`config.mk`:
```
export PLATFORM = sky130hd
export DESIGN_NAME = thread_state_sleep_ticker
export DESIGN_NICKNAME = d
export VERILOG_FILES = /design/src/sv/tssl_pkg.sv /design/src/sv/tssl_front.sv /design/src/sv/tssl_queue.sv /design/src/sv/tssl_back.sv /design/src/sv/thread_state_sleep_ticker.sv
export SDC_FILE = /design/constraint.sdc
export NUM_CORES = 1
export LEC_CHECK = 0
export BUFFER_PORTS_ARGS = -buffer_cell sky130_fd_sc_hd__buf_2
export CAP_MARGIN = 0
export CORE_MARGIN = 3
export CORE_UTILIZATION = 46
export CTS_CLUSTER_SIZE = 20
export DETAILED_ROUTE_END_ITERATION = 6
export HOLD_SLACK_MARGIN = 0.08
export PLACE_DENSITY_LB_ADDON = 0.3
export SYNTH_ARGS = -nofsm -noshare
export SYNTH_HDL_FRONTEND = slang
export SYNTH_HIERARCHICAL = 1
export SYNTH_SLANG_ARGS = --single-unit
```
`constraint.sdc`:
```
create_clock -name clock -period 8.73 [get_ports clock]
set_clock_uncertainty 0.1 [all_clocks]
set_input_delay 2.619 -clock clock [delete_from_list [all_inputs] [get_ports clock]]
set_output_delay 2.619 -clock clock [all_outputs]
set_load 0.1 [all_outputs]
```
`src/sv/tssl_pkg.sv`:
```
// Package for the thread state and sleep ticker: sizes, event codes,
// the command word passed from front to back and the port word types.
// No dependencies.
package tssl_pkg;

   localparam int THREADS     = 8;
   localparam int COUNT_WIDTH = 16;
   localparam int IDX_W       = (THREADS > 1) ? $clog2(THREADS) : 1;
   localparam int QUEUE_DEPTH = 2;
   localparam int QPTR_W      = $clog2(QUEUE_DEPTH);

   // largest countdown value, kept as 32 bits for comparison with sleep_ticks
   localparam logic [31:0] COUNT_MAX = 32'((33'd1 << COUNT_WIDTH) - 33'd1);
   localparam logic [IDX_W-1:0] LAST_IDX = IDX_W'(THREADS - 1);

   typedef enum logic [2:0] {
      MODE_TICK    = 3'd0,
      MODE_CREATE  = 3'd1,
      MODE_SLEEP   = 3'd2,
      MODE_DISABLE = 3'd3,
      MODE_SUSPEND = 3'd4,
      MODE_RESUME  = 3'd5,
      MODE_QUERY   = 3'd6
   } tssl_mode_type;

   typedef enum logic [1:0] {
      ST_IDLE,
      ST_TICK,
      ST_REPORT
   } tssl_state_type;

   typedef struct packed {
      logic [2:0]  mode;
      logic [2:0]  thread;
      logic [15:0] sleep_ticks;
      logic        start_suspended;
   } tssl_req_type;

   typedef struct packed {
      logic        thread_enabled;
      logic        thread_suspended;
      logic        thread_sleeping;
      logic [7:0]  enabled_mask;
      logic [7:0]  sleeping_mask;
      logic [31:0] uptime_ticks;
   } tssl_rsp_type;

   // classified event as the back end sees it
   typedef struct packed {
      tssl_mode_type          op;
      logic [THREADS-1:0]     sel;
      logic [IDX_W-1:0]       idx;
      logic [COUNT_WIDTH-1:0] count;
      logic                   start_suspended;
   } tssl_cmd_type;

endpackage

```
`src/sv/tssl_front.sv`:
```
// Front end: takes request words, decodes the mode, range-checks the thread
// and fixes up the sleep count, then hands the command to the queue.
// Depends on tssl_pkg.
module tssl_front import tssl_pkg::*; (
   input  logic         clock,
   input  logic         reset,
   input  logic         push,
   output logic         full,
   input  tssl_req_type req_data,
   output logic         cmd_push,
   input  logic         cmd_full,
   output tssl_cmd_type cmd_data
);

   logic         valid_ff, valid_in;
   tssl_cmd_type cmd_ff, cmd_in;
   tssl_cmd_type decoded;
   logic         accept;
   logic [31:0]  ticks32;

   assign full   = valid_ff && cmd_full;
   assign accept = push && !full;

   always_comb begin
      ticks32 = 32'(req_data.sleep_ticks);
      if (ticks32 == 32'd0) begin
         ticks32 = 32'd1;
      end
      if (ticks32 > COUNT_MAX) begin
         ticks32 = COUNT_MAX;
      end
      decoded.sel             = THREADS'(8'd1 << req_data.thread);
      decoded.idx             = req_data.thread[IDX_W-1:0];
      decoded.count           = ticks32[COUNT_WIDTH-1:0];
      decoded.start_suspended = req_data.start_suspended;
      case (req_data.mode)
         MODE_TICK:    decoded.op = MODE_TICK;
         MODE_CREATE:  decoded.op = MODE_CREATE;
         MODE_SLEEP:   decoded.op = MODE_SLEEP;
         MODE_DISABLE: decoded.op = MODE_DISABLE;
         MODE_SUSPEND: decoded.op = MODE_SUSPEND;
         MODE_RESUME:  decoded.op = MODE_RESUME;
         default:      decoded.op = MODE_QUERY;
      endcase
      // out-of-range thread: nothing changes but a tick still counts
      if (decoded.sel == '0 && decoded.op != MODE_TICK) begin
         decoded.op = MODE_QUERY;
      end
   end

   assign valid_in = accept || (valid_ff && cmd_full);
   assign cmd_in   = accept ? decoded : cmd_ff;

   always_ff @(posedge clock) begin
      if (reset) begin
         valid_ff <= 1'b0;
      end else begin
         valid_ff <= valid_in;
      end
      cmd_ff <= cmd_in;
   end

   assign cmd_push = valid_ff;
   assign cmd_data = cmd_ff;

endmodule

```
`src/sv/tssl_queue.sv`:
```
// Short command queue between front and back ends.
// Depends on tssl_pkg.
module tssl_queue import tssl_pkg::*; (
   input  logic         clock,
   input  logic         reset,
   input  logic         push,
   input  tssl_cmd_type push_data,
   output logic         full,
   input  logic         pop,
   output tssl_cmd_type pop_data,
   output logic         empty
);

   tssl_cmd_type      mem_ff [QUEUE_DEPTH];
   logic [QPTR_W-1:0] wr_ptr_ff, wr_ptr_in;
   logic [QPTR_W-1:0] rd_ptr_ff, rd_ptr_in;
   logic [QPTR_W:0]   count_ff, count_in;
   logic              do_push, do_pop;

   assign full    = count_ff == (QPTR_W + 1)'(QUEUE_DEPTH);
   assign empty   = count_ff == '0;
   assign do_push = push && !full;
   assign do_pop  = pop && !empty;

   always_comb begin
      wr_ptr_in = do_push ? wr_ptr_ff + 1'b1 : wr_ptr_ff;
      rd_ptr_in = do_pop ? rd_ptr_ff + 1'b1 : rd_ptr_ff;
      count_in  = count_ff;
      if (do_push && !do_pop) begin
         count_in = count_ff + 1'b1;
      end else if (do_pop && !do_push) begin
         count_in = count_ff - 1'b1;
      end
   end

   always_ff @(posedge clock) begin
      if (reset) begin
         wr_ptr_ff <= '0;
         rd_ptr_ff <= '0;
         count_ff  <= '0;
      end else begin
         wr_ptr_ff <= wr_ptr_in;
         rd_ptr_ff <= rd_ptr_in;
         count_ff  <= count_in;
      end
      if (do_push) begin
         mem_ff[wr_ptr_ff] <= push_data;
      end
   end

   assign pop_data = mem_ff[rd_ptr_ff];

endmodule

```
`src/sv/tssl_back.sv`:
```
// Back end: holds the thread flags, countdowns and uptime, carries out one
// command at a time (a tick walks the countdowns one per cycle) and keeps
// the result word register. Depends on tssl_pkg.
module tssl_back import tssl_pkg::*; (
   input  logic         clock,
   input  logic         reset,
   input  logic         cmd_empty,
   input  tssl_cmd_type cmd_data,
   output logic         cmd_pop,
   output logic         empty,
   input  logic         pop,
   output tssl_rsp_type rsp_data
);

   tssl_state_type         state_ff, state_in;
   logic [THREADS-1:0]     enabled_ff, enabled_in;
   logic [THREADS-1:0]     suspended_ff, suspended_in;
   logic [THREADS-1:0]     sleeping_ff, sleeping_in;
   logic [31:0]            uptime_ff, uptime_in;
   logic [IDX_W-1:0]       idx_ff, idx_in;
   logic [THREADS-1:0]     sel_ff, sel_in;
   logic                   rsp_valid_ff, rsp_valid_in;
   tssl_rsp_type           rsp_ff, rsp_in;
   logic [COUNT_WIDTH-1:0] countdown_ff [THREADS];
   logic [COUNT_WIDTH-1:0] cd_rdata;
   logic                   cd_we;
   logic [IDX_W-1:0]       cd_waddr;
   logic [COUNT_WIDTH-1:0] cd_wdata;
   logic                   slot_free;

   assign cd_rdata  = countdown_ff[idx_ff];
   assign slot_free = !rsp_valid_ff || pop;

   always_comb begin
      state_in     = state_ff;
      enabled_in   = enabled_ff;
      suspended_in = suspended_ff;
      sleeping_in  = sleeping_ff;
      uptime_in    = uptime_ff;
      idx_in       = idx_ff;
      sel_in       = sel_ff;
      rsp_valid_in = rsp_valid_ff && !pop;
      rsp_in       = rsp_ff;
      cmd_pop      = 1'b0;
      cd_we        = 1'b0;
      cd_waddr     = cmd_data.idx;
      cd_wdata     = cmd_data.count;
      case (state_ff)
         ST_IDLE: begin
            if (!cmd_empty) begin
               cmd_pop  = 1'b1;
               sel_in   = cmd_data.sel;
               state_in = ST_REPORT;
               case (cmd_data.op)
                  MODE_TICK: begin
                     uptime_in = uptime_ff + 32'd1;
                     idx_in    = '0;
                     state_in  = ST_TICK;
                  end
                  MODE_CREATE: begin
                     enabled_in  = enabled_ff | cmd_data.sel;
                     sleeping_in = sleeping_ff & ~cmd_data.sel;
                     if (cmd_data.start_suspended) begin
                        suspended_in = suspended_ff | cmd_data.sel;
                     end else begin
                        suspended_in = suspended_ff & ~cmd_data.sel;
                     end
                  end
                  MODE_SLEEP: begin
                     cd_we       = 1'b1;
                     sleeping_in = sleeping_ff | cmd_data.sel;
                  end
                  MODE_DISABLE: enabled_in   = enabled_ff & ~cmd_data.sel;
                  MODE_SUSPEND: suspended_in = suspended_ff | cmd_data.sel;
                  MODE_RESUME:  suspended_in = suspended_ff & ~cmd_data.sel;
                  default: ;
               endcase
            end
         end
         ST_TICK: begin
            cd_waddr = idx_ff;
            if (sleeping_ff[idx_ff]) begin
               cd_we = 1'b1;
               if (cd_rdata <= COUNT_WIDTH'(1)) begin
                  cd_wdata             = '0;
                  sleeping_in[idx_ff] = 1'b0;
               end else begin
                  cd_wdata = cd_rdata - COUNT_WIDTH'(1);
               end
            end
            if (idx_ff == LAST_IDX) begin
               state_in = ST_REPORT;
            end else begin
               idx_in = idx_ff + 1'b1;
            end
         end
         ST_REPORT: begin
            if (slot_free) begin
               rsp_valid_in            = 1'b1;
               rsp_in.thread_enabled   = |(enabled_ff & sel_ff);
               rsp_in.thread_suspended = |(enabled_ff & suspended_ff & sel_ff);
               rsp_in.thread_sleeping  = |(enabled_ff & sleeping_ff & sel_ff);
               rsp_in.enabled_mask     = 8'(enabled_ff);
               rsp_in.sleeping_mask    = 8'(sleeping_ff);
               rsp_in.uptime_ticks     = uptime_ff;
               state_in                = ST_IDLE;
            end
         end
         default: state_in = ST_IDLE;
      endcase
   end

   always_ff @(posedge clock) begin
      if (reset) begin
         state_ff     <= ST_IDLE;
         enabled_ff   <= THREADS'(1);
         suspended_ff <= '0;
         sleeping_ff  <= '0;
         uptime_ff    <= '0;
         idx_ff       <= '0;
         rsp_valid_ff <= 1'b0;
      end else begin
         state_ff     <= state_in;
         enabled_ff   <= enabled_in;
         suspended_ff <= suspended_in;
         sleeping_ff  <= sleeping_in;
         uptime_ff    <= uptime_in;
         idx_ff       <= idx_in;
         rsp_valid_ff <= rsp_valid_in;
      end
      sel_ff <= sel_in;
      rsp_ff <= rsp_in;
   end

   // countdowns only matter while the sleeping flag is set, so no reset
   always_ff @(posedge clock) begin
      if (cd_we) begin
         countdown_ff[cd_waddr] <= cd_wdata;
      end
   end

   assign empty    = !rsp_valid_ff;
   assign rsp_data = rsp_ff;

endmodule

```
`src/sv/thread_state_sleep_ticker.sv`:
```
// Thread state and sleep ticker. Each request word is one event (tick, create,
// sleep, disable, suspend, resume, query) and gives exactly one response word
// with the named thread's status, the enabled and sleeping masks and uptime,
// all as they stand after the event. Requests are decoded into a register
// stage and a two-entry command queue, so push is taken while the back end is
// busy. The back end goes from idle to a report state for a thread operation;
// for a tick it first visits the sleep countdowns one per cycle in a tick state,
// which sets the sustained rate. A response waits in an output register until
// popped; the back end moves to the next event once that register is free.
module thread_state_sleep_ticker import tssl_pkg::*; (
   input  logic         clock,
   input  logic         reset,
   input  logic         push,
   output logic         full,
   input  tssl_req_type req_data,
   output logic         empty,
   input  logic         pop,
   output tssl_rsp_type rsp_data
);

   logic         q_push, q_full, q_pop, q_empty;
   tssl_cmd_type q_wdata, q_rdata;

   tssl_front u_front (
      .clock    (clock),
      .reset    (reset),
      .push     (push),
      .full     (full),
      .req_data (req_data),
      .cmd_push (q_push),
      .cmd_full (q_full),
      .cmd_data (q_wdata)
   );

   tssl_queue u_queue (
      .clock     (clock),
      .reset     (reset),
      .push      (q_push),
      .push_data (q_wdata),
      .full      (q_full),
      .pop       (q_pop),
      .pop_data  (q_rdata),
      .empty     (q_empty)
   );

   tssl_back u_back (
      .clock     (clock),
      .reset     (reset),
      .cmd_empty (q_empty),
      .cmd_data  (q_rdata),
      .cmd_pop   (q_pop),
      .empty     (empty),
      .pop       (pop),
      .rsp_data  (rsp_data)
   );

`ifndef ASSERT_OFF
   a_no_pop_when_empty: assert property (@(posedge clock) disable iff (reset)
      q_pop |-> !q_empty)
      else $error("command popped from empty queue");

   a_front_holds_when_full: assert property (@(posedge clock) disable iff (reset)
      (q_push && q_full) |=> q_push)
      else $error("front dropped a word while the queue was full");

   // checked on the first edge out of reset
   a_ready_after_reset: assert property (@(posedge clock)
      (!reset && $past(reset)) |-> (!full && empty))
      else $error("queue not clear after reset");
`endif

endmodule
```
==> flow_metrics.tcl <==
set metrics [dict create \
    outcome "finished, final reports clean" \
    chipWidth_um 181 \
    dp_cells 1350 \
    diodes 0 \
    syn-num-nets 948 \
    tns_ns 0 \
    worstSetupStartpointType "flip-flop" \
    tightest_slew_ns 1.05 \
    dr.pass1.iters 5 \
    cpPeakStageDelay_ns 0.43 \
    holdWs_ns 0.343 \
    fmax_ghz 0.225 \
    ys_seq_area_share_pct 70.1 \
    min_period_ns 4.44 \
    wl_per_cell_um 18.6 \
    slew_viol_final 0 \
    r2r-end "u_back/countdown_ff[2][3]$_DFFE_PP_" \
    ff_latch_area_mm2 0.00983 \
    grt_antenna_before_repair 0 \
    portBuffers 79 \
    grt-ovfl-total 0 \
    rows 63 \
    drtIter0Drc 614 \
    rsz0062_at_grt "no" \
    clock_path_buffers 3 \
    ys_warn_count 6 \
    worstPathArrival_ns 1.72 \
    drc 0 \
    hold_class "reg2reg" \
    utilization_pct 53.7 \
    cts.clk_slew.worst_paths_ns 0.05 \
    track_usage_pct 16.0 \
    worstPathRequired_ns 6.01 \
    p_leak_nw 5.39 \
    yosysUniqueCellTypes 58 \
    reg2reg_depth 8 \
    core_area_mm2 0.0299 \
    worstHoldPathCells 0 \
    synthTopCellsByArea "edfxtp_1 (60%), dfxtp_1 (10%), mux4_2 (5.3%)" \
    worstPathMaxFanout 5 \
    routabilityCongestion 0.778 \
    clk_latency_ns 0.52 \
    holdPathEnd "u_queue/mem_ff[1][28]$_DFFE_PP_" \
    cts_max_level 2 \
    dp_hpwl_um 16000 \
    tritoncts "yes" \
    ant_nets 0 \
    ios 80 \
    synth-seq-cells 351 \
    hold_buffers 0 \
    finalSetupViolations 0 \
    postSynthCellCount 915 \
    root_buffer "clkbuf_16" \
    async_flop_share_pct 0 \
    critical_path_class "reg2out" \
    cp_cell_sequence "nor2b_2 -> and2_1 -> buf_2" \
    yosysTopAreaCellShare_pct 60.0 \
    cts_sinks 351 \
    nets 1032 \
    hold_start "u_front/cmd_data[28]$_SDFFCE_PP0P_" \
    numCtsBuffers 37 \
    grt_pass1_wl_um 41900 \
    fin_crit_sh_pct 50.9 \
    post-cts-setup-buffers 0 \
    critPathLaunch "u_queue/count_ff[1]$_SDFFE_PP0P_" \
    slowest_stage "buf_2" \
    grt_max_degree 70 \
    mostFrequentLayoutCells "edfxtp_1 (280), buf_2 (79), dfxtp_1 (70), nor2_1 (69), nand2_1 (52)" \
    slew_headroom_pct 29.3 \
    synth_area_per_cell_um2 15.3 \
    endpoint_kind "output port" \
    final_common_cell "edfxtp_1" \
    fp.dieH_um 181 \
    yosys.area.top_type "edfxtp_1" \
    fin_cells 1415 \
    grt_pass1_vias 7503 \
    drv_cap 0 \
    multiInputGateArea_mm2 0.00394 \
    synth_flop_cell "edfxtp_1" \
    initial_core_util_pct 46.9 \
    synth_enable_flop_cells 280 \
    r2r_setup_slack_ns 4.53 \
    fillers 2362 \
    layout-drive-gt1-share_pct 23.9 \
    vdd_drop_max_uv 236 \
    via_per_inst 5.50 \
    die-area_mm2 0.0326 \
    drt_wl_total_um 26300 \
    vias 7787 \
    netlist_area_mm2 0.0140 \
    hold_viol 0 \
    area_growth_pct 14.5 \
    pwr_density_cell_mw_per_mm2 291 \
    cts_resized 0 \
]
-- layout make-up --
| class | count | share of cell area [%] |
|---|---|---|
| multi-input combinational | 502 | 24.5 |
| inverter | 7 | 0.164 |
| timing repair buffer | 100 | 3.45 |
| sequential | 351 | 61.3 |
| clock inverter | 15 | 1.04 |
| tap | 390 | 3.04 |
| clock buffer | 50 | 6.53 |
-- Yosys cell counts, types with 8 or more instances --
cell      number
a211oi_1       8
nand4_1       15
a21oi_1       25
xnor2_1        8
dfxtp_1       71
a32oi_1       13
nor2_1        69
a22oi_1       10
mux2i_1       10
edfxtp_1     280
or3_1          8
a221oi_1       8
o21ai_1       10
nand2_1       52
nor3b_1        9
mux4_2        33
nor3_1        11
nand3_1       21
and2_1         8
clkbuf_1      40
xor2_1        34
mux2_2        37
o31ai_1       13
nor4_1         8
and3_1        14
-- report_power, final --
part           switching (mW)  total, mW  internal, mW
clock network           0.605       1.54         0.933
registers              0.0706       2.13          2.05
logic                   0.808       1.01         0.198
-- critical path, delay by kind of cell (launching register included) --
kind | cells | cell delay (ns)
buffers and inverters | 1 | 0.43
and+or+nand+nor | 2 | 0.41
DFF | 1 | 0.37
-- registers in the layout, summed over array words and instances (netlist names), named ones only --
name / cells
u_back/countdown_ff: 128
u_queue/mem_ff: 62
u_back/rsp_data: 51
u_back/uptime_ff: 32
u_front/cmd_data: 31
u_back/enabled_ff: 8
u_back/sel_ff: 8
u_back/sleeping_ff: 8
u_back/suspended_ff: 8
u_back/idx_ff: 3
u_back/state_ff: 2
u_queue/count_ff: 2
u_back/rsp_valid_ff: 1
u_front/cmd_push: 1
u_queue/rd_ptr_ff: 1
u_queue/wr_ptr_ff: 1
-- kinds of logic after synthesis --
kind of cell	count (synthesis)	synth area share (%)
multiplexers	86	9.58
adder cells (fa/ha/maj)	6	0.535
AO/OA/AOI/OAI	117	5.76
flip-flops	351	70.1
XOR/XNOR	42	2.62
AND/OR/NAND/NOR	251	9.49
buffers and inverters	62	1.91
-- worst max path at each step --
stage                               endpoint  slack [ns]  cells past startpoint
6_report                                full        4.29                      3
5_1_grt                                 full        4.20                      3
4_1_cts                                 full        4.27                      3
3_5_place_dp   u_back/rsp_data[10]$_DFFE_PP_        4.42                      4
3_3_place_gp   u_back/rsp_data[10]$_DFFE_PP_        4.46                      4
2_1_floorplan   u_back/rsp_data[0]$_DFFE_PP_        3.12                      2
-- through the flow --
step / setup WS (ns) / cell area [µm²] / total power, mW
after floorplan: 3.12 / 14000 / 2.96
after global placement: 4.46 / 14800 / 3.15
after detailed placement: 4.42 / 14800 / 3.17
after CTS: 4.27 / 16000 / 4.71
after global routing: 4.20 / 16000 / 4.86
final: 4.29 / 16000 / 4.67
-- per-layer routing --
metal | share of wire (%) | up-vias | GRT usage [%]
met1 | 45 | 3813 | 22.5
li1 | - | 3705 | -
met2 | 48 | 230 | 25.7
met5 | 0 | - | 0
met3 | 5.7 | 39 | 2.89
met4 | 1.8 | 0 | 4.67
(Power assumes the default switching activity.)
